[config.mk]
export PLATFORM = sky130hd
export DESIGN_NAME = hsw_mix_flat
export DESIGN_NICKNAME = d
export VERILOG_FILES = /design/src/rtl/hsw_pkg.sv /design/src/rtl/hsw_if.sv /design/src/rtl/hsw_mix.sv /design/src/flat_wrapper.sv
export SDC_FILE = /design/constraint.sdc
export NUM_CORES = 2
export LEC_CHECK = 0
export ABC_AREA = 0
export BUFFER_PORTS_ARGS = -buffer_cell sky130_fd_sc_hd__buf_2
export CAP_MARGIN = 40
export CORE_MARGIN = 2
export CORE_UTILIZATION = 30
export CTS_BUF_LIST = sky130_fd_sc_hd__clkbuf_2
export CTS_CLUSTER_SIZE = 8
export DETAILED_ROUTE_END_ITERATION = 12
export SETUP_SLACK_MARGIN = 0.2
export SYNTH_ARGS = -nofsm -noshare
export SYNTH_HDL_FRONTEND = slang
export SYNTH_SLANG_ARGS = --single-unit
export TNS_END_PERCENT = 100
[constraint.sdc]
create_clock -name clk -period 6.7 [get_ports clk]
set_input_delay 0.67 -clock clk [delete_from_list [all_inputs] [get_ports clk]]
set_output_delay 0.67 -clock clk [all_outputs]
set_load 0.005 [all_outputs]
[src/rtl/hsw_pkg.sv]
// Shared definitions for the Haas stereo widener: codes, gain tables,
// delay constants and the control struct that travels down the pipeline.
// No dependencies.
package hsw_pkg;

  localparam int SLOT_COUNT_DEF  = 4;
  localparam int DELAY_DEPTH_DEF = 2048;
  localparam int SAMPLE_BITS_DEF = 16;

  localparam int RATE_BITS = 18;
  localparam logic [RATE_BITS-1:0] RATE_RESET = 18'd48000;

  localparam logic KIND_CONFIG = 1'b1;
  localparam logic [2:0] CLASS_OTHER = 3'd4;
  localparam int CLASS_COUNT = 4;

  // Q2.14 gains, center plus side times branch already folded together.
  localparam int GAIN_BITS = 16;
  localparam int GAIN_FRAC = 14;
  typedef logic signed [GAIN_BITS-1:0] gain_t;
  localparam gain_t GAIN_LM [CLASS_COUNT] = '{16'sd17012, 16'sd16056, 16'sd15565, 16'sd17039};
  localparam gain_t GAIN_LD [CLASS_COUNT] = '{16'sd462, 16'sd0, 16'sd0, 16'sd0};
  localparam gain_t GAIN_RM [CLASS_COUNT] = '{16'sd13569, 16'sd9175, 16'sd8192, 16'sd11141};
  localparam gain_t GAIN_RD [CLASS_COUNT] = '{16'sd3905, 16'sd6881, 16'sd7373, 16'sd5898};
  localparam int ROUND_HALF_LSB = 8192;

  // Haas delay per class in milliseconds.
  localparam logic [3:0] CLASS_MSEC [CLASS_COUNT] = '{4'd10, 4'd13, 4'd15, 4'd12};

  // Frames = (rate * ms + 500) / 1000. The division is done as a shift by
  // three and then a multiply by ceil(2^26 / 125), which is exact for
  // every numerator below 2^22.
  localparam int NUM_BITS    = 22;
  localparam logic [NUM_BITS-1:0] MS_ROUND = 22'd500;
  localparam int PRE_SHIFT   = 3;
  localparam int RECIP_BITS  = 20;
  localparam logic [RECIP_BITS-1:0] RECIP_M = 20'd536871;
  localparam int RECIP_SHIFT = 26;
  localparam int QUOT_BITS   = NUM_BITS - PRE_SHIFT + RECIP_BITS - RECIP_SHIFT;

  typedef struct packed {
    logic       bypass;
    logic       hist_ok;
    logic [1:0] cls;
  } hsw_ctl_t;

endpackage

[src/rtl/hsw_if.sv]


interface hsw_result_if import hsw_pkg::*; #(parameter int SB = SAMPLE_BITS_DEF);
  logic                 valid;
  logic                 ready;
  logic signed [SB-1:0] left_out;
  logic signed [SB-1:0] right_out;

  modport source (output valid, left_out, right_out, input ready);
  modport sink (input valid, left_out, right_out, output ready);
endinterface

[src/rtl/hsw_mix.sv]
// Mixing stages: gain products, round, shift, saturate (or bypass) into the
// output register. Depends on hsw_pkg and hsw_result_if.
module hsw_mix import hsw_pkg::*; #(
  parameter int SB = SAMPLE_BITS_DEF
) (
  input  logic                 clk,
  input  logic                 rst,
  input  logic                 s1_valid,
  input  hsw_ctl_t             s1_ctl,
  input  logic signed [SB-1:0] s1_l,
  input  logic signed [SB-1:0] s1_r,
  input  logic signed [SB-1:0] s1_mono,
  input  logic signed [SB-1:0] rd_data,
  output logic                 s2_open,
  hsw_result_if.source         result
);

  localparam int PW = SB + GAIN_BITS;
  localparam int XW = PW + 1 - GAIN_FRAC;

  function automatic logic signed [SB-1:0] sat(input logic signed [XW-1:0] x);
    logic signed [XW-1:0] hi;
    logic signed [XW-1:0] lo;
    hi = {{(XW - SB + 1){1'b0}}, {(SB - 1){1'b1}}};
    lo = {{(XW - SB + 1){1'b1}}, {(SB - 1){1'b0}}};
    if (x > hi) begin
      return hi[SB-1:0];
    end else if (x < lo) begin
      return lo[SB-1:0];
    end
    return x[SB-1:0];
  endfunction

  logic signed [SB-1:0] delayed;
  logic                 out_open;
  logic                 s2_valid;
  logic                 s2_bypass;
  logic signed [SB-1:0] s2_l;
  logic signed [SB-1:0] s2_r;
  logic signed [PW-1:0] p_lm;
  logic signed [PW-1:0] p_ld;
  logic signed [PW-1:0] p_rm;
  logic signed [PW-1:0] p_rd;
  logic signed [PW:0]   acc_l;
  logic signed [PW:0]   acc_r;

  // Entries never written since reset read as silence.
  assign delayed  = s1_ctl.hist_ok ? rd_data : '0;
  assign out_open = !result.valid || result.ready;
  assign s2_open  = !s2_valid || out_open;

  always_ff @(posedge clk) begin
    if (rst) begin
      s2_valid <= 1'b0;
    end else if (s2_open) begin
      s2_valid <= s1_valid;
    end
  end

  always_ff @(posedge clk) begin
    if (s2_open && s1_valid) begin
      s2_bypass <= s1_ctl.bypass;
      s2_l      <= s1_l;
      s2_r      <= s1_r;
      p_lm      <= PW'(s1_mono) * PW'(GAIN_LM[s1_ctl.cls]);
      p_ld      <= PW'(delayed) * PW'(GAIN_LD[s1_ctl.cls]);
      p_rm      <= PW'(s1_mono) * PW'(GAIN_RM[s1_ctl.cls]);
      p_rd      <= PW'(delayed) * PW'(GAIN_RD[s1_ctl.cls]);
    end
  end

  assign acc_l = (PW+1)'(p_lm) + (PW+1)'(p_ld) + (PW+1)'(ROUND_HALF_LSB);
  assign acc_r = (PW+1)'(p_rm) + (PW+1)'(p_rd) + (PW+1)'(ROUND_HALF_LSB);

  always_ff @(posedge clk) begin
    if (rst) begin
      result.valid <= 1'b0;
    end else if (out_open) begin
      result.valid <= s2_valid;
    end
  end

  always_ff @(posedge clk) begin
    if (out_open && s2_valid) begin
      result.left_out  <= s2_bypass ? s2_l : sat(acc_l[PW:GAIN_FRAC]);
      result.right_out <= s2_bypass ? s2_r : sat(acc_r[PW:GAIN_FRAC]);
    end
  end

  assert property (@(posedge clk) disable iff (rst)
    s2_valid && !out_open |=> s2_valid)
    else $error("product stage dropped while the output was stalled");

endmodule

[src/flat_wrapper.sv]
// flat-port wrapper written by rule: the top's interface ports become plain ports
module hsw_mix_flat import hsw_pkg::*;
#(
  parameter int SB = SAMPLE_BITS_DEF
)
  (clk, rst, s1_valid, s1_ctl, s1_l, s1_r, s1_mono, rd_data, s2_open, result_valid, result_left_out, result_right_out, result_ready);
  hsw_result_if #(.SB(SB)) result_i ();
  input  logic clk;
  input  logic rst;
  input  logic s1_valid;
  input  hsw_ctl_t s1_ctl;
  input  logic signed [SB-1:0] s1_l;
  input  logic signed [SB-1:0] s1_r;
  input  logic signed [SB-1:0] s1_mono;
  input  logic signed [SB-1:0] rd_data;
  output logic s2_open;
  output wire logic [$bits(result_i.valid)-1:0] result_valid;
  output wire logic [$bits(result_i.left_out)-1:0] result_left_out;
  output wire logic [$bits(result_i.right_out)-1:0] result_right_out;
  input wire logic [$bits(result_i.ready)-1:0] result_ready;
  assign result_valid = result_i.valid;
  assign result_left_out = result_i.left_out;
  assign result_right_out = result_i.right_out;
  assign result_i.ready = result_ready;
  hsw_mix #(.SB(SB)) u_core (.clk(clk), .rst(rst), .s1_valid(s1_valid), .s1_ctl(s1_ctl), .s1_l(s1_l), .s1_r(s1_r), .s1_mono(s1_mono), .rd_data(rd_data), .s2_open(s2_open), .result(result_i));
endmodule
# ---- Yosys cells after proc, flatten, opt, wreduce, memory -nomap -nowiden
# Cells that the tools add are included.
dict set report word_totals {
  mem_count 0
  input_bits 72
  ramBits 0
  out_inout_bits 34
  latchBits 0
  romBits 0
  regBits 195
}
dict set report classes {
  n_reduce_logical 6
  mul 4
  muxes 27
  shifts 0
  bitwise_logic 1
  div 0
  n_eq_ne 0
  add_sub_neg 4
  magnitude_cmp 5
}
# op count
set op_table {}
lappend op_table {{two-way mux 16 bit} 17}
lappend op_table {{binary-select mux 16 bit (select 2 bit)} 4}
lappend op_table {{multiplier 16 x 16 -> 32 bit} 4}
lappend op_table {{adder 32 x 32 -> 33 bit} 2}
lappend op_table {{adder 33 x 15 -> 33 bit (second input constant)} 2}
lappend op_table {{> comparator 19 x 16 -> 1 bit (second input constant)} 2}
lappend op_table {{< comparator 19 x 16 -> 1 bit (second input constant)} 2}
lappend op_table {{two-way mux 1 bit} 6}
lappend op_table {{>= comparator 3 bit (second input constant)} 1}
lappend op_table {{inverter 2 -> 3 bit} 1}
lappend op_table {{logical AND 1 bit} 2}
lappend op_table {{zero test 1 bit} 2}
lappend op_table {{logical OR 1 bit} 2}

# ---- Longest topological paths before layout
dict set report logic_depth {
  ltp_word 8
  ltp_mapped 28
  ltp_nobuf 27
}

# ---- Least setup slack after synthesis
# OpenSTA, ideal clock, no wires.
dict set report synth_path {
  path_kind {input-to-reg}
  startpoint {in s1_ctl[0] (netlist name)}
  endpoint {reg u_core.p_lm[29] (data pin)}
  required_ns 6.441
  setup_slack_ns -0.659
  setup_ns 0.259
  cell_stages 25
  arrival_time_ns 7.100
  cell_sequence {ha_1 -> clkbuf_1 -> clkbuf_1 -> clkbuf_1 -> nand2_1 -> fa_1 -> fa_1 -> fa_1 -> inv_1 -> fa_1 -> fa_1 -> inv_1 -> fa_1 -> inv_1 -> ha_1 -> and3_1 -> a221o_1 -> a221oi_1 -> a22oi_1 -> a41oi_1 -> a31oi_1 -> and2_1 -> o21a_1 -> nor2_1 -> xnor2_1}
}
dict set report synth_via {
  elab_chain_cells 5
}
# element line_no
set synth_rtl {}
lappend synth_rtl {{from (decl)} flat_wrapper.sv:11} ;# input hsw_ctl_t s1_ctl;
lappend synth_rtl {{inverter 2 -> 3 bit (implied by the code)} hsw_mix.sv:65} ;# p_lm <= PW'(s1_mono) * PW'(GAIN_LM[s1_ctl.cls]);
lappend synth_rtl {{binary-select mux 16 bit (select 2 bit)} hsw_mix.sv:65}
lappend synth_rtl {{two-way mux 16 bit (implied by the code) (2 in a row)} hsw_mix.sv:65}
lappend synth_rtl {{multiplier 16 x 16 -> 32 bit} hsw_mix.sv:65}
lappend synth_rtl {{to (signal assigned)} hsw_mix.sv:65}
lappend synth_rtl {{to (decl)} hsw_mix.sv:40} ;# logic signed [PW-1:0] p_lm;
# No other way between the ends. The select of a mux whose other input is x is not followed.
# A chain may end at the register's enable or synchronous reset.

# ---- Final worst setup path
dict set report layout_path {
  startpoint {in s1_ctl[0] (netlist name)}
  endpoint {reg u_core.p_lm[31] (data pin)}
}
# Same word-level chain as after synthesis.

==> out/qor.yml <==
placed_design:
  globalplace.congestion: 0.9271
  dp.cells: 5797
  place_area_um2: 43110
  hpwl_um: 81980
  port_buffers: 105
final_layout:
  post-route-cell-area_um2: 43770
  fin_nets: 5472
  instances_no_fill: 5872
  area_growth_pct: 17.12
  drive_above_1_share_pct: 15.79
synthesis:
  synthTopCellsByCount: "inv_1 (975), fa_1 (627), ha_1 (556), edfxtp_1 (191), nand2_1 (152)"
  ys_warn_count: 0
  syn_avg_cell_area_um2: 9.983
  ys_seq_elements: 193
  yosys.area.top_type_share_pct: 33.58
  synthFlopType: "edfxtp_1"
  synth_area_um2: 37370
  synth_largest_area_cell: "fa_1"
  synthArstFlopShare_pct: 0
  synth_cells: 3744
  synth_cell_types: 74
  synthTopCellsByArea: "fa_1 (34%), ha_1 (19%), edfxtp_1 (15%)"
  syn_nets: 4999
  synth_edf_count: 191
  synth-seq-area-share_pct: 15.45
  post-synth-top-count-cell: "inv_1"
clock_network:
  path_clk_slew_ns: 0.38
  numCtsBuffers: 17
  clk_path_buf_depth: 2
  cts.sinks: 193
  tritoncts: "done"
  cts_setup_buffers: 0
  h-tree-depth: 4
  insertion_delay_ns: 1.08
  ctsRootBufferMaster: "clkbuf_2"
route:
  drtIter0Drc: 1345
  viasPerCell: 4.477
  vias: 26290
  drt_first_pass_iters: 5
  final_antenna_net_count: 0
  wl_per_cell_um: 15.82
  route.detailed.drc: 0
  wirelength_um: 92870
worst_setup_path:
  crit_arrival_ns: 6.90
  path_max_fanout: 21
  critical_path_class: "primary input to flip-flop"
  required_ns: 7.51
  end_kind: "flip-flop"
  start_kind: "primary input"
floorplan:
  rows: 129
  start_util_pct: 30.23
  io_pins: 106
  core_area_um2: 123600
  die_width_um: 357.0
  dieArea_um2: 127400
  fp.dieH_um: 357.0
timing:
  fin_crit_sh_pct: 90.84
  slew_headroom_pct: 39.39
  fin_crit_ns: 6.086
  tightest_slew_ns: 0.9091
  slew_violations: 0
  max_freq_ghz: 0.1643
  clock_skew_ns: 0.09241
  rsz0062_at_grt: "false"
  setup_viol: 0
  hold_viol_final: 0
global_routing:
  grt_usage_pct: 15.35
  grt_max_degree: 138
  antenna_found_initial: 13
  grt_overflow: 0
  grt_pass1_wl_um: 153200
  grt_pass1_vias: 28340
power:
  vdd_ir_drop_max_mv: 0.6189
  leakagePower_nw: 22.99
  power_density_nw_per_um2: 540.8
worst_hold_path:
  hp-class: "primary input to flip-flop"
flow_run:
  cap_violations: 0
status:
  status: "completed"
timing repair:
action	4_1_cts	5_1_grt
hold buffers	38	0
hold endpoints to repair	52	0
gates resized for setup	0	0
report_power, final:
part           total [mW]  internal, mW  switching, mW
logic                20.3          9.66           10.6
registers            2.75          2.56          0.191
clock network       0.661         0.166          0.495
through the flow:
step	total power, mW	hold WS (ns)	TNS [ns]	utilization (%)	setup WS (ns)
2_1_floorplan	16.22	0.4778	0	-	0.09633
3_3_place_gp	22.82	0.4998	-5.428	34.84	-0.3899
3_5_place_dp	23.00	0.5139	-7.303	34.87	-0.4495
4_1_cts	23.96	0.04766	0	35.39	0.7989
5_1_grt	26.51	0.1243	0	35.40	0.3138
6_report	23.67	0.2175	0	35.40	0.6137
layout by cell type, fill, tap and decap left out, types with 7 or more instances in the layout:
master	netlist	final
a211oi_1	13	12
a21o_1	68	68
a21oi_1	123	120
a221o_1	18	18
a2bb2oi_1	15	15
a31oi_1	10	10
and2_1	69	66
and3_1	49	48
buf_2	2	105
buf_4	0	392
clkbuf_2	0	17
dlygate4sd3_1	0	38
edfxtp_1	191	191
fa_1	627	617
fa_2	0	10
ha_1	556	535
ha_4	0	19
inv_1	975	968
inv_6	0	7
nand2_1	152	151
nand2b_1	47	46
nand3_1	58	54
nand4_1	12	12
nor2_1	129	128
nor2b_1	83	75
nor3_1	26	26
o21a_1	19	19
o21ai_0	58	58
o21ai_1	8	8
o21bai_1	22	22
or2_2	48	44
xnor2_1	121	121
xor2_1	64	64
cells by family (layout without fill, tap and decap cells):
logic type	after synthesis	in the layout	share of synthesized area, %
DFF	193	193	15.45
muxes	3	3	0.08035
buffers and inverters	1063	1549	10.70
adders and majority gates	1188	1188	52.33
AOI/OAI and AO/OA	422	422	7.656
xor gates and xnor gates	185	185	4.335
and+or+nand+nor	689	689	9.431
other	1	6	0.01003
sequential cells by signal, summed over array words and instances, names as in the netlist:
register                 cells
u_core.p_ld                 31
u_core.p_lm                 31
u_core.p_rd                 32
u_core.p_rm                 32
u_core.result.left_out      16
u_core.result.right_out     16
u_core.result.valid          1
u_core.s2_bypass             1
u_core.s2_l                 16
u_core.s2_r                 16
u_core.s2_valid              1
critical path: stages:
cell and delay (ns):
buf_2 0.21, clkinvlp_4 0.25, ha_4 0.27, buf_4 0.24
nor2b_1 0.21, ha_1 0.18, inv_1 0.08, fa_1 0.44
fa_1 0.49, inv_1 0.05, fa_1 0.45, fa_1 0.52
inv_1 0.05, fa_1 0.47, inv_1 0.07, ha_4 0.26
and3_4 0.18, buf_4 0.10, and4_1 0.19, a221oi_2 0.06
buf_4 0.16, a22oi_1 0.27, a41oi_2 0.22, a31oi_1 0.35
nand4_1 0.13, nand4b_1 0.15, a21oi_2 0.07, xnor2_1 0.12
final cells by class:
cell class              count  area (um2)
clock inverters            15       183.9
fillers                 12650       79860
inverters                 977        3674
diodes                      5       12.51
well taps                1637        2048
repair buffers            540        3956
flip-flops and latches    193        5776
clock buffers              17       85.08
multi-input cells        2488       28040
final timing paths:
check / start / to / slack, ns / cells past startpoint
worst max-delay path: s1_ctl[0] / u_core.p_lm[31] / 0.61 / 28
worst min-delay path: rst / u_core.s2_valid / 0.22 / 3
worst max register to register: u_core.p_lm[15] / u_core.result.left_out[2] / 2.15 / 12
worst min register to register: u_core.s2_r[0] / u_core.result.right_out[0] / 0.51 / 1
layer usage:
layer	vias to the layer above	track usage, %	part of all wire (%)
li1	12720	-	-
met1	13180	20.44	46
met2	303	26.55	49
met3	80	1.515	2.5
met4	6	4.101	2.2
met5	-	0	0.044
No activity file was read; power rests on OpenSTA's default activity.
