### src/rtl/hsw_pkg.sv
// Shared definitions for the Haas stereo widener: codes, gain tables,
// delay constants and the control struct that travels down the pipeline.
// No dependencies.
package hsw_pkg;

  localparam int SLOT_COUNT_DEF  = 4;
  localparam int DELAY_DEPTH_DEF = 2048;
  localparam int SAMPLE_BITS_DEF = 16;

  localparam int RATE_BITS = 18;
  localparam logic [RATE_BITS-1:0] RATE_RESET = 18'd48000;

  localparam logic KIND_CONFIG = 1'b1;
  localparam logic [2:0] CLASS_OTHER = 3'd4;
  localparam int CLASS_COUNT = 4;

  // Q2.14 gains, center plus side times branch already folded together.
  localparam int GAIN_BITS = 16;
  localparam int GAIN_FRAC = 14;
  typedef logic signed [GAIN_BITS-1:0] gain_t;
  localparam gain_t GAIN_LM [CLASS_COUNT] = '{16'sd17012, 16'sd16056, 16'sd15565, 16'sd17039};
  localparam gain_t GAIN_LD [CLASS_COUNT] = '{16'sd462, 16'sd0, 16'sd0, 16'sd0};
  localparam gain_t GAIN_RM [CLASS_COUNT] = '{16'sd13569, 16'sd9175, 16'sd8192, 16'sd11141};
  localparam gain_t GAIN_RD [CLASS_COUNT] = '{16'sd3905, 16'sd6881, 16'sd7373, 16'sd5898};
  localparam int ROUND_HALF_LSB = 8192;

  // Haas delay per class in milliseconds.
  localparam logic [3:0] CLASS_MSEC [CLASS_COUNT] = '{4'd10, 4'd13, 4'd15, 4'd12};

  // Frames = (rate * ms + 500) / 1000. The division is done as a shift by
  // three and then a multiply by ceil(2^26 / 125), which is exact for
  // every numerator below 2^22.
  localparam int NUM_BITS    = 22;
  localparam logic [NUM_BITS-1:0] MS_ROUND = 22'd500;
  localparam int PRE_SHIFT   = 3;
  localparam int RECIP_BITS  = 20;
  localparam logic [RECIP_BITS-1:0] RECIP_M = 20'd536871;
  localparam int RECIP_SHIFT = 26;
  localparam int QUOT_BITS   = NUM_BITS - PRE_SHIFT + RECIP_BITS - RECIP_SHIFT;

  typedef struct packed {
    logic       bypass;
    logic       hist_ok;
    logic [1:0] cls;
  } hsw_ctl_t;

endpackage

### src/rtl/hsw_delay_calc.sv
// Delay table: turns the sample rate into a clamped frame delay per class,
// one class per cycle, after reset and after every sample-rate write.
// Depends on hsw_pkg.
module hsw_delay_calc import hsw_pkg::*; #(
  parameter int DELAY_DEPTH = DELAY_DEPTH_DEF,
  parameter int AW          = $clog2(DELAY_DEPTH_DEF)
) (
  input  logic                 clk,
  input  logic                 rst,
  input  logic                 cfg_wr_en,
  input  logic [RATE_BITS-1:0] cfg_wr_data,
  output logic [AW-1:0]        delay_tab [CLASS_COUNT],
  output logic                 busy
);

  localparam int QP = NUM_BITS - PRE_SHIFT + RECIP_BITS;

  logic [RATE_BITS-1:0] rate;
  logic                 run;
  logic [1:0]           step;
  logic                 num_valid;
  logic [NUM_BITS-1:0]  num;
  logic [1:0]           num_cls;
  logic [QP-1:0]        quot_prod;
  logic [QUOT_BITS-1:0] quot;
  logic [QUOT_BITS-1:0] quot_clamped;

  always_ff @(posedge clk) begin
    if (rst) begin
      rate      <= RATE_RESET;
      run       <= 1'b1;
      step      <= '0;
      num_valid <= 1'b0;
    end else begin
      num_valid <= run;
      if (cfg_wr_en) begin
        rate <= cfg_wr_data;
        run  <= 1'b1;
        step <= '0;
      end else if (run) begin
        step <= step + 2'd1;
        if (step == 2'(CLASS_COUNT - 1)) begin
          run <= 1'b0;
        end
      end
    end
  end

  always_ff @(posedge clk) begin
    if (run) begin
      num     <= NUM_BITS'(rate) * NUM_BITS'(CLASS_MSEC[step]) + MS_ROUND;
      num_cls <= step;
    end
  end

  assign quot_prod = QP'(num[NUM_BITS-1:PRE_SHIFT]) * QP'(RECIP_M);
  assign quot      = quot_prod[QP-1:RECIP_SHIFT];

  always_comb begin
    quot_clamped = quot;
    if (quot == '0) begin
      quot_clamped = QUOT_BITS'(1);
    end else if (quot > QUOT_BITS'(DELAY_DEPTH - 1)) begin
      quot_clamped = QUOT_BITS'(DELAY_DEPTH - 1);
    end
  end

  always_ff @(posedge clk) begin
    if (num_valid) begin
      delay_tab[num_cls] <= quot_clamped[AW-1:0];
    end
  end

  assign busy = run || num_valid;

  for (genvar g = 0; g < CLASS_COUNT; g++) begin : g_tab_chk
    assert property (@(posedge clk) disable iff (rst)
      !busy |-> (delay_tab[g] != '0) && (delay_tab[g] <= AW'(DELAY_DEPTH - 1)))
      else $error("delay table entry out of range");
  end

endmodule

### config.mk
export PLATFORM = sky130hd
export DESIGN_NAME = hsw_delay_calc
export DESIGN_NICKNAME = d
export VERILOG_FILES = /design/src/rtl/hsw_pkg.sv /design/src/rtl/hsw_delay_calc.sv
export SDC_FILE = /design/constraint.sdc
export NUM_CORES = 1
export LEC_CHECK = 0
export BUFFER_PORTS_ARGS = -buffer_cell sky130_fd_sc_hd__buf_2
export CAP_MARGIN = 20
export CORE_MARGIN = 4
export CORE_UTILIZATION = 35
export CTS_CLUSTER_DIAMETER = 30
export DETAILED_ROUTE_END_ITERATION = 7
export GPL_TIMING_DRIVEN = 0
export MAX_ROUTING_LAYER = met4
export PLACE_DENSITY = 0.53
export SKIP_CTS_REPAIR_TIMING = 1
export SYNTH_ARGS = -nofsm -noshare
export SYNTH_HDL_FRONTEND = slang
export SYNTH_SLANG_ARGS = --single-unit
### constraint.sdc
create_clock -name clk -period 8.3 [get_ports clk]
set_input_delay 0.83 -clock clk [delete_from_list [all_inputs] [get_ports clk]]
set_output_delay 0.83 -clock clk [all_outputs]
set_load 0.005 [all_outputs]
Word-level counts from Yosys, hierarchy flattened
Index checks and enable logic that the tools add are counted.
{"block": "word_totals", "register_bits": 90, "latch_bits": 0, "mem_bits_rw": 0, "mem_bits_ro": 0, "in_bits": 21, "output_inout_bits": 45, "elab_cells": 35, "mem_count": 0}
{"block": "classes", "add_sub_neg": 2, "mul": 2, "div_mod_pow": 0, "n_lt_le_gt_ge": 4, "n_eq_ne": 1, "shifts": 0, "muxes": 10, "bitwise": 2, "reduce_logical": 4}
{"op": "bitwise mux 44 bit", "n": 1}
{"op": "multiplier 19 x 20 -> 39 bit (second input constant)", "n": 1}
{"op": "two-way mux 11 bit", "n": 3}
{"op": "adder 22 x 9 -> 22 bit (second input constant)", "n": 1}
{"op": "demux 11 bit (select 2 bit)", "n": 1}
{"op": "multiplier 18 x 4 -> 22 bit", "n": 1}
{"op": "greater-than comparator 13 x 11 -> 1 bit (second input constant)", "n": 1}
{"op": "zero test 13 bit", "n": 1}
{"op": "binary-select mux 4 bit (select 2 bit)", "n": 1}
{"op": "two-way mux 4 bit", "n": 2}
{"op": "greater-or-equal comparator 3 bit (second input constant)", "n": 2}
{"op": "inverter 2 -> 3 bit", "n": 2}
{"op": "< comparator 3 x 1 -> 1 bit (second input constant)", "n": 1}
{"op": "adder 2 x 1 -> 2 bit (second input constant)", "n": 1}
{"op": "== test 2 bit (second input constant)", "n": 1}
{"op": "two-way mux 1 bit", "n": 2}
{"op": "OR reduction 2 bit", "n": 1}
{"op": "logical AND 1 bit", "n": 1}
{"op": "logical OR 1 bit", "n": 1}

Depth between registers and ports, before layout
Gate-level depths: netlist of run 1.
{"block": "depth", "ltp_word": 6, "mapped_depth": 23, "mapped_depth_nobuf": 23}

Worst setup path before layout of run 1
No wires, ideal clock.
{"block": "synth_timing", "kind": "flip-flop to flip-flop", "from": "reg num[19]", "to": "reg delay_tab[0] (netlist bit) (data pin)", "setup_time_ns": 0.272, "arrival_ns": 5.906, "required_time_ns": 8.028, "setup_slack_ns": 2.122, "path_stages_with_launch": 22, "n_path_buf": 0, "synth_period_minus_slack_ns": 6.178, "cell_sequence": "edfxtp_1 fa_1 inv_1 fa_1 inv_1 fa_1 fa_1 fa_1 inv_1 fa_1 inv_1 ha_1 nand4_1 o21ai_0 a211o_1 a221oi_2 o21ai_2 a41o_1 a21oi_2 xor2_1 and4b_1 a311o_1"}
{"block": "synth_between", "elab_chain_cells": 5, "elab_cells_between_ends": 6, "cone_classes": "mul (1); order compare (1); mux (3); reduce/logical (1)"}
{"item": "from (decl)", "line_no": "hsw_delay_calc.sv:22", "source": "logic [NUM_BITS-1:0] num;"}
{"item": "from (signal assigned)", "line_no": "hsw_delay_calc.sv:51", "source": "num <= NUM_BITS'(rate) * NUM_BITS'(CLASS_MSEC[step]) + MS_ROUND;"}
{"item": "multiplier 19 x 20 -> 39 bit (*)", "line_no": "hsw_delay_calc.sv:56", "source": "assign quot_prod = QP'(num[NUM_BITS-1:PRE_SHIFT]) * QP'(RECIP_M);"}
{"item": "greater-than comparator 13 x 11 -> 1 bit", "line_no": "hsw_delay_calc.sv:63", "source": "end else if (quot > QUOT_BITS'(DELAY_DEPTH - 1)) begin"}
{"item": "two-way mux 11 bit", "line_no": "hsw_delay_calc.sv:63"}
{"item": "two-way mux 11 bit (*)", "line_no": "hsw_delay_calc.sv:61", "source": "if (quot == '0) begin"}
{"item": "net quot_clamped[0]", "line_no": "hsw_delay_calc.sv:26", "source": "logic [QUOT_BITS-1:0] quot_clamped;"}
{"item": "bitwise mux 44 bit (*)", "line_no": "hsw_delay_calc.sv:70", "source": "delay_tab[num_cls] <= quot_clamped[AW-1:0];"}
{"item": "to (signal, indexed assignment)", "line_no": "hsw_delay_calc.sv:70"}
{"item": "to (decl)", "line_no": "hsw_delay_calc.sv:12", "source": "output logic [AW-1:0] delay_tab [CLASS_COUNT],"}
The timed path passes the listed nets; every way through them passes the cells marked *.
A chain may end at the register's enable or synchronous reset.

Final worst setup path of run 1
{"block": "layout_timing", "from": "reg num[19]", "to": "reg delay_tab[33] (netlist bit) (data pin)"}
The elaborated chain is that of the path after synthesis.

==> out/qor.txt, run 1 <==
Antenna Diode Count: 0
Clk_skew: 0.01443 ns
Die area: 0.03095 mm^2
Maximum clock frequency: 0.1458 GHz
Storage cell area: 0.002392 mm^2
Number of synthesized flops with an enable pin: 65
Final Hold Vio Count: 0
Multi-input logic area: 0.006653 mm^2
Hold Path Class: reg -> reg
Clock Latency Late Sink: 0.35 ns
CTS clk-pin slew, worst paths: 0.07 ns
Routability congestion estimate from global placement: 0.7899
Simple-Gate Fraction of Synth Area: 7.821%
Starting density of the core: 35.53%
Drt pass-1 iters: 4
Slew Viols, Final: 0
Async SR Flop Fraction: 0%
Synthesized area per cell: 10.92 um^2
Crit-path leading delay family: adder cells
Crit path top cell by count: fa_1
Worst Hold Launch: step[0]
DIE HEIGHT: 175.9 um
Worst-Margin Slew: 0.9784 ns
Pin count of the biggest net entering global routing: 26
DR WL/cell: 13.93 um
Vias in the first global route: 6772
YS warnings: 0
Sequential share of the synthesized area: 24.24%
Cells along the critical path: fa_1 -> inv_1 -> fa_1 -> inv_1 -> fa_1 -> fa_1 -> fa_1 -> inv_1 -> fa_1 -> inv_1 -> ha_1 -> nand4_1 -> o21ai_0 -> a211o_1 -> a221oi_2 -> o21ai_2 -> a41o_1 -> a21oi_2 -> xor2_1 -> and4b_1 -> a311o_1
RSZ-0062 raised after global routing: false
Critical Path End Type: register
Mux share of post-synthesis cell area: 1.217%
Initial DRC count: 186
Row cnt: 61
Crit path launch: num[19]
Min-Delay Endpoint: num_cls[0]
Area Growth Syn to Fin: 11.93%
Cell depth of the worst min-delay path: 0
Post-DR vias/cell: 4.529
Total Nets Final: 1319
Root Driver: clkbuf_16
Die Wd: 175.9 um
Fillers: 2771
Overall Global Routing Usage: 13.66%
Mapped Nets: 1243
Critical Path Fanout Max: 9
Clock Tree Buf Depth: 2
Cells after synthesis: 904
Total gr overflow: 0
Critical path launch point type: register
# setup viols final: 0
Antenna violation net count after detailed routing: 0
Final WL: 18.98 mm
Synth Area in Adders: 48.98%
WP buf/inv: 4
Antenna violations before repair: 0
Post-layout util: 39.77%
Max transition margin: 34.53%
Htree depth: 3
CTS tree: done
Max-Cap Viols: 0
Complex-gate fraction of the synthesized area: 6.845%
Synthesized cell area: 0.009871 mm^2
CP required: 8.37 ns
Top_reg_cell synth: edfxtp_1
Seq cells post-synth: 87
R2r worst-path depth: 21
Status: finished clean
Synth Area in XOR/XNOR: 2.484%
Global-route wire length before repair: 33.35 mm
Core area: 0.02778 mm^2
Final period util: 82.65%
Largest family of logic cells by synthesized area: adder cells
# DRC: 0
Crit path kind: reg -> reg
TNS Setup: 0 ns
Routed vias: 6173
Critical path arrival: 6.93 ns
Startpoint of the worst register-to-register path: num[19]
CTS sink count: 87
Flop2flop setup slack: 1.44 ns
Layout cells sized above 1: 9.442%
Worst reg2reg endpoint: delay_tab[33]
Unique cell type count in the Yosys netlist: 54
Slowest cell on crit path: fa_1
Tmin final: 6.860 ns
I/O pin total: 66
CP peak stage delay: 0.61 ns
DP HPWL: 16.31 mm
IO Port Bufs: 64
Total CTS buffers: 9
==> layer usage <==
layer	share of wire (%)	track usage [%]	up-vias
met1	47	17.54	2997
met5	0	-	-
li1	-	-	3118
met3	1.9	1.884	13
met4	1.0	2.307	0
met2	50	23.56	45
==> cells in the mapped netlist, drive strengths merged (2+ instances only) <==
master | n | area, um^2
xnor2 | 17 | 148.9
o211ai | 3 | 22.52
nand2 | 14 | 52.55
buf | 4 | 16.26
a311o | 2 | 20.02
edfxtp | 65 | 1952
or2 | 3 | 18.77
a31oi | 2 | 12.51
o21ai | 13 | 68.81
ha | 204 | 2552
and2 | 15 | 93.84
clkbuf | 9 | 33.78
nor2 | 37 | 138.9
nand4 | 2 | 12.51
nor2b | 34 | 212.7
a21oi | 24 | 123.9
mux2i | 12 | 120.1
nor3 | 8 | 40.04
a211oi | 4 | 35.03
o21bai | 3 | 22.52
fa | 114 | 2282
and4 | 2 | 17.52
inv | 208 | 780.8
a41oi | 2 | 17.52
xor2 | 11 | 96.34
and3 | 8 | 50.05
nand2b | 8 | 50.05
nand3 | 4 | 20.02
a211o | 10 | 87.58
o21a | 5 | 37.54
o2111ai | 3 | 26.28
or3 | 4 | 25.02
o31ai | 2 | 15.01
a21o | 12 | 90.09
dfxtp | 22 | 440.4
==> kinds of logic (layout without fill, tap and decap cells) <==
kind of cell	count (synthesis)	count (layout)
AOI/OAI and AO/OA	94	94
xor gates and xnor gates	28	28
adders and majority gates	318	318
buffers and inverters	221	302
DFF	87	87
muxes	12	12
and+or+nand+nor	144	144
==> cell usage in the layout (no fill, tap or decap), drive strengths merged, types with 11 or more instances in the layout <==
| cell | netlist | layout |
|---|---|---|
| o21ai | 13 | 13 |
| dfxtp | 22 | 22 |
| buf | 4 | 69 |
| xnor2 | 17 | 17 |
| nand2 | 14 | 14 |
| mux2i | 12 | 12 |
| nor2b | 34 | 34 |
| fa | 114 | 114 |
| ha | 204 | 204 |
| clkbuf | 9 | 18 |
| edfxtp | 65 | 65 |
| xor2 | 11 | 11 |
| inv | 208 | 211 |
| nor2 | 37 | 37 |
| and2 | 15 | 15 |
| a21o | 12 | 12 |
| a21oi | 24 | 24 |
==> layout make-up <==
type / count / area share [%]
Sequential cell: 87 / 21.65
Inverter: 208 / 7.067
Timing Repair Buffer: 65 / 3.148
Buffer: 13 / 0.4530
Clock buffer: 9 / 2.039
Multi-Input combinational cell: 596 / 60.22
Tap cell: 378 / 4.281
Clock inverter: 7 / 1.144
==> how the worst max path moves through the flow <==
stage | end | depth (start not counted)
2_1_floorplan | delay_tab[0] | 21
3_3_place_gp | delay_tab[11] | 21
3_5_place_dp | delay_tab[33] | 21
4_1_cts | delay_tab[33] | 21
5_1_grt | delay_tab[32] | 21
6_report | delay_tab[33] | 21
==> state kept, by name (all words and copies together), names as in the netlist <==
| signal | flops |
|---|---|
| delay_tab | 44 |
| num | 19 |
| rate | 18 |
| num_cls | 2 |
| step | 2 |
| num_valid | 1 |
| run | 1 |
==> through the flow <==
step                worst slack (ns)  hold slack [ns]  instance area [um^2]  cells
global route                   1.025           0.5214                 11050   1363
finish                         1.440           0.4893                 11050   1363
global placement               1.465           0.4758                 10660   1346
floorplan                      2.122           0.4348                  9871    904
detailed placement             1.466           0.4690                 10670   1346
CTS                            1.429           0.4879                 11020   1362
==> worst reg2reg max path, cell delays in order (launching register included) <==
cell      delay, ns
edfxtp_1       0.58
fa_1           0.62
inv_1          0.05
fa_1           0.47
inv_1          0.05
fa_1           0.54
fa_1           0.56
fa_1           0.56
inv_1          0.06
fa_1           0.52
inv_1          0.04
ha_1           0.32
nand4_1        0.15
o21ai_0        0.13
a211o_1        0.30
a221oi_2       0.25
o21ai_2        0.20
a41o_1         0.34
a21oi_2        0.15
xor2_1         0.10
and4b_1        0.22
a311o_1        0.38
Power of run 1 is left out: the tool's default activity adds up to more than one toggle a clock period on the data nets, which glitch-free logic cannot reach.
==> inputs of run 2 (changes only) <==
Settings changed: ABC_AREA set to 1.
Clock period 8.3 ns to 6.4 ns, I/O delays scaled along.
==> out/qor.txt, run 2 <==
Number of synthesized flops with an enable pin: 65 (unchanged)
YS warnings: 0 (unchanged)
Clock Tree Buf Depth: 2 (unchanged)
Max reg flops: 44 (unchanged)
Async SR Flop Fraction: 0% (unchanged)
Crit path kind: reg -> reg
Critical path arrival: 6.25 ns (-0.68 ns)
I/O pin total: 66 (unchanged)
Antenna Diode Count: 0 (unchanged)
CTS tree: done
Most frequent cells in the layout: 307 x inv_1, 226 x nand2_1, 204 x ha_1, 114 x fa_1, 92 x nor2_1
Hold Path Class: in -> reg
GR Layer Usage met3: 1.756% (-0.13 points)
Overall Global Routing Usage: 15.14% (+1.5 points)
Unique cell type count in the Yosys netlist: 41 (-24%)
Synthesized area per cell: 8.653 um^2 (-21%)
Most numerous cell in the Yosys netlist: inv_1
Worst-Margin Slew: 0.9884 ns (+0.01006 ns)
Core area: 0.03067 mm^2 (+10%)
Synthesized cell area: 0.01089 mm^2 (+10%)
Clock Latency Late Sink: 0.35 ns (about the same)
Critical Path End Type: register
Clk_skew: 0.01134 ns (-0.003085 ns)
DR WL/cell: 13.76 um (-1.2%)
Max transition margin: 34.01% (-0.52 points)
Seq cells post-synth: 87 (unchanged)
Fillers: 3178 (+15%)
Final WL: 23.93 mm (+26%)
Layout cells sized above 1: 8.637% (-0.80 points)
Starting density of the core: 35.52% (about the same)
CTS clk-pin slew, worst paths: 0.07 ns (about the same)
Die Wd: 184.4 um (+4.8%)
Max-Cap Viols: 0 (unchanged)
Synth top cells by count: 307 x inv_1, 226 x nand2_1, 204 x ha_1, 114 x fa_1, 92 x nor2_1
Initial DRC count: 413 (+120%)
Global-route wire length before repair: 40.21 mm (+21%)
Post-DR vias/cell: 4.499 (-0.67%)
Final Hold Vio Count: 0 (unchanged)
Vias in the first global route: 8153 (+20%)
Top_reg_cell synth: edfxtp_1
Met1 Use GR: 18.81% (+1.3 points)
Sequential share of the synthesized area: 21.96% (-2.3 points)
IO Port Bufs: 64 (unchanged)
Slew Viols, Final: 0 (unchanged)
Largest cells by area after synthesis: ha_1 23%, fa_1 21%, edfxtp_1 18%
Critical path launch point type: register
Synth area leader: ha_1
Htree depth: 3 (unchanged)
Die area: 0.03401 mm^2 (+9.9%)
Met2 Use GR: 27.17% (+3.6 points)
CP required: 6.58 ns (-1.79 ns)
# DRC: 0 (unchanged)
Drt pass-1 iters: 4 (unchanged)
Total gr overflow: 0 (unchanged)
Final period util: 94.88% (+12 points)
# setup viols final: 0 (unchanged)
Cells after synthesis: 1259 (+39%)
Critical Path Fanout Max: 10 (+1)
Antenna violation net count after detailed routing: 0 (unchanged)
Routed vias: 7823 (+27%)
Global route hottest layer: met2
Row cnt: 64 (+4.9%)
DIE HEIGHT: 184.4 um (+4.8%)
Status: finished clean
Reg with most FFs: delay_tab
Pin count of the biggest net entering global routing: 25 (-3.8%)
Tmin final: 6.072 ns (-0.7876 ns)
Antenna violations before repair: 0 (unchanged)
Most common library cell in the layout ignoring fill and taps: inv_1
Maximum clock frequency: 0.1647 GHz (+13%)
Mapped Nets: 1598 (+29%)
Area Growth Syn to Fin: 11.01%
Routability congestion estimate from global placement: 0.8504 (+7.7%)
DP HPWL: 21.02 mm (+29%)
Root Driver: clkbuf_16
CTS sink count: 87 (unchanged)
TNS Setup: 0 ns (unchanged)
Total Nets Final: 1677 (+27%)
Synth top area share: 23.43% (-2.4 points)
Largest regs: delay_tab x44, num x19, rate x18
RSZ-0062 raised after global routing: false
Total CTS buffers: 9 (unchanged)
run 2: cell types whose count changed after synthesis, sizes merged, moves of 8 or more:
cell | before | now
nand2b | 8 | 0
nor2b | 34 | 0
inv | 208 | 317
o21ai | 13 | 36
nand2 | 14 | 231
a21oi | 24 | 64
xnor2 | 17 | 6
and2 | 15 | 1
nor2 | 37 | 97
nor3 | 8 | 16
a211o | 10 | 0
mux2i | 12 | 0
nand3 | 4 | 26
run 2: routing by layer:
| layer | routed length, um | vias up |
|---|---|---|
| met1 | 11180 | 3646 |
| met3 | 467 | 13 |
| li1 | - | 4089 |
| met2 | 12110 | 75 |
| met4 | 172 | 0 |
| met5 | 0 | - |
run 2: cell type report:
class | count | area (um^2) | area share (%)
Clock buffer | 9 | 225.2 | 1.862
Buffer | 11 | 41.29 | 0.3414
Timing Repair Buffer | 68 | 361.6 | 2.990
Tap cell | 396 | 495.5 | 4.097
Inverter | 317 | 1190 | 9.839
Multi-Input combinational cell | 844 | 7291 | 60.28
Clock inverter | 7 | 97.59 | 0.8070
Sequential cell | 87 | 2392 | 19.78
run 2: logic make-up (layout without fill, tap and decap cells):
family,after synthesis,after routing,share of synthesized area [%]
xor gates and xnor gates,18,18,1.447
AOI/OAI and AO/OA,122,122,6.271
DFF,87,87,21.96
adders and majority gates,318,318,44.38
buffers and inverters,328,412,11.30
and+or+nand+nor,386,386,14.64
run 2: through the flow:
step                      hold WS (ns)  instances  util, %  area, um^2  setup WS (ns)
after global placement          0.4847       1719    38.18       11710         0.4171
after global routing            0.5056       1739    39.43       12090        0.04306
after CTS                       0.4859       1739    39.43       12090         0.3022
after detailed placement        0.4867       1723    38.38       11770         0.3791
final                           0.5052       1739    39.43       12090         0.3276
after floorplan                 0.4348       1259        -       10890          1.050
run 2: path summary, 6_finish.rpt:
check / from / end / slack [ns] / depth (start not counted)
hold / removal: cfg_wr_data[11] / rate[11] / 0.51 / 3
setup / recovery: num[21] / delay_tab[22] / 0.33 / 26
hold reg to reg: step[1] / num_cls[1] / 0.51 / 0
setup reg to reg: num[21] / delay_tab[22] / 0.33 / 26
run 2: worst max-delay path, cell delays in order (launching register included):
cell      delay, ns
edfxtp_1       0.61
fa_1           0.57
inv_1          0.06
fa_1           0.48
inv_1          0.05
fa_1           0.53
fa_1           0.53
fa_1           0.54
inv_1          0.05
fa_1           0.57
inv_1          0.05
ha_1           0.32
nand2_1        0.07
nand2_1        0.07
nand2_1        0.06
nand2_1        0.06
inv_1          0.05
nand2_1        0.06
a21oi_2        0.16
nand2_1        0.10
nand2_1        0.09
nand2_2        0.10
nor2_8         0.18
nand2_2        0.13
nor2_1         0.16
nand3_1        0.11
nand2_1        0.14
Power of run 2 is left out for the same reason.
==> inputs of run 3 (changes only) <==
Settings changed: CORE_UTILIZATION 35 to 55, CTS_CLUSTER_DIAMETER 30 to 40, PLACE_DENSITY 0.53 to 0.75.
==> out/qor.txt, run 3 (synthesis results as in run 2) <==
Status: finished clean
Critical path arrival: 6.22 ns (-0.03 ns)
CP peak stage delay: 0.60 ns (about the same)
Largest regs: delay_tab x44, num x19, rate x18
Finished layout cell area: 0.01189 mm^2 (-1.7%)
TNS Setup: 0 ns (unchanged)
Tmin final: 6.041 ns (-0.03113 ns)
Total gr overflow: 0 (unchanged)
Most frequent cells in the layout: 307 x inv_1, 226 x nand2_1, 204 x ha_1, 114 x fa_1, 92 x nor2_1
Slowest cell on crit path: edfxtp_1
Maximum clock frequency: 0.1655 GHz (+0.52%)
Initial DRC count: 335 (-19%)
IO Port Bufs: 64 (unchanged)
Overall Global Routing Usage: 22.09% (+6.9 points)
Placed cell area: 0.01159 mm^2 (-1.6%)
Core area: 0.01946 mm^2 (-37%)
Final Hold Vio Count: 0 (unchanged)
# DRC: 0 (unchanged)
Critical Path Fanout Max: 10 (unchanged)
DIE HEIGHT: 148.7 um (-19%)
Slew Viols, Final: 0 (unchanged)
Starting density of the core: 55.98% (+20 points)
Critical path launch point type: register
WP buf/inv: 5 (unchanged)
Layout cells sized above 1: 8.427% (-0.21 points)
Antenna violation net count after detailed routing: 0 (unchanged)
# setup viols final: 0 (unchanged)
Placed cells: 1590 (-7.7%)
DP HPWL: 19.41 mm (-7.7%)
Worst-Margin Slew: 1.008 ns (+0.01907 ns)
Final WL: 22.36 mm (-6.6%)
Routed vias: 8054 (+3.0%)
Worst hold margin: 0.5076 ns (+0.002403 ns)
Antenna Diode Count: 0 (unchanged)
Crit path top cell by count: nand2_1
Die Wd: 148.7 um (-19%)
Reg with most FFs: delay_tab
Vias in the first global route: 8272 (+1.5%)
Clock Tree Buf Depth: 2 (unchanged)
Pin count of the biggest net entering global routing: 25 (unchanged)
Non-filler instance count after layout: 1606 (-7.6%)
Total Nets Final: 1675 (-0.12%)
Antenna violations before repair: 0 (unchanged)
Row cnt: 51 (-20%)
Routability congestion estimate from global placement: 0.9463 (+11%)
Htree depth: 3 (unchanged)
I/O pin total: 66 (unchanged)
Area Growth Syn to Fin: 9.120%
Post-DR vias/cell: 5.015 (+11%)
CTS clk-pin slew, worst paths: 0.06 ns (about the same)
Clock Latency Late Sink: 0.35 ns (about the same)
Root Driver: clkbuf_16
Max-Cap Viols: 0 (unchanged)
RSZ-0062 raised after global routing: false
Most common library cell in the layout ignoring fill and taps: inv_1
Global-route wire length before repair: 38.14 mm (-5.2%)
Hold Path Class: reg -> reg
Drt pass-1 iters: 4 (unchanged)
DR WL/cell: 13.92 um (+1.2%)
Clk_skew: 0.006610 ns (-0.004735 ns)
Max reg flops: 44 (unchanged)
CTS tree: done
Die area: 0.02212 mm^2 (-35%)
Final period util: 94.39% (-0.49 points)
Crit-path leading delay family: adder cells
Crit path kind: reg -> reg
CP required: 6.57 ns (about the same)
CTS sink count: 87 (unchanged)
Total CTS buffers: 9 (unchanged)
Max transition margin: 32.74% (-1.3 points)
Critical Path End Type: register
## run 3: cell types whose count changed in the layout (fill, tap and decap cells not counted)
cell / before / now
buf_4: 1 / 0
buf_6: 3 / 2
bufinv_16: 2 / 1
clkinv_1: 0 / 1
clkinvlp_2: 1 / 0
clkinvlp_4: 2 / 3
## run 3: metrics by stage
stage                     util (%)  setup slack, ns
after detailed placement     59.54           0.4426
after CTS                    61.08           0.3999
after floorplan                  -            1.050
after global placement       59.33           0.5077
final                        61.08           0.3588
after global routing         61.08          0.05527
## run 3: final cells by class
class	instances	area [um^2]
Timing Repair Buffer	66	342.8
Sequential cell	87	2392
Inverter	317	1190
Tap cell	265	331.6
Clock inverter	7	73.82
Multi-Input combinational cell	844	7291
Buffer	11	41.29
Clock buffer	9	225.2
Fill cell	1656	7575
## run 3: layer usage
metal  part of all wire, %  global-route usage, %
met1                    43                  26.31
met2                    51                  39.33
met3                   3.5                  2.826
met4                   2.6                  6.682
met5                     0                      -
## run 3: worst reg2reg max path: stages, from the launching register on
cell      delay [ns]
edfxtp_1        0.60
fa_1            0.57
inv_1           0.05
fa_1            0.48
inv_1           0.06
fa_1            0.54
fa_1            0.53
fa_1            0.55
inv_1           0.06
fa_1            0.57
inv_1           0.05
ha_1            0.32
nand2_1         0.07
nand2_1         0.07
nand2_1         0.07
nand2_1         0.06
inv_1           0.05
nand2_1         0.06
a21oi_2         0.16
nand2_1         0.09
nand2_1         0.09
nand2_2         0.10
nor2_8          0.18
nand2_2         0.11
nor2_1          0.12
nand3_1         0.07
nand2_1         0.16
## run 3: worst paths after layout
| check | endpoint | cells past startpoint | slack (ns) | startpoint |
|---|---|---|---|---|
| max | delay_tab[33] | 26 | 0.36 | num[21] |
| min | num_cls[0] | 0 | 0.51 | step[0] |
| max reg2reg | delay_tab[33] | 26 | 0.36 | num[21] |
| min reg2reg | num_cls[0] | 0 | 0.51 | step[0] |
Power of run 3 is left out for the same reason.
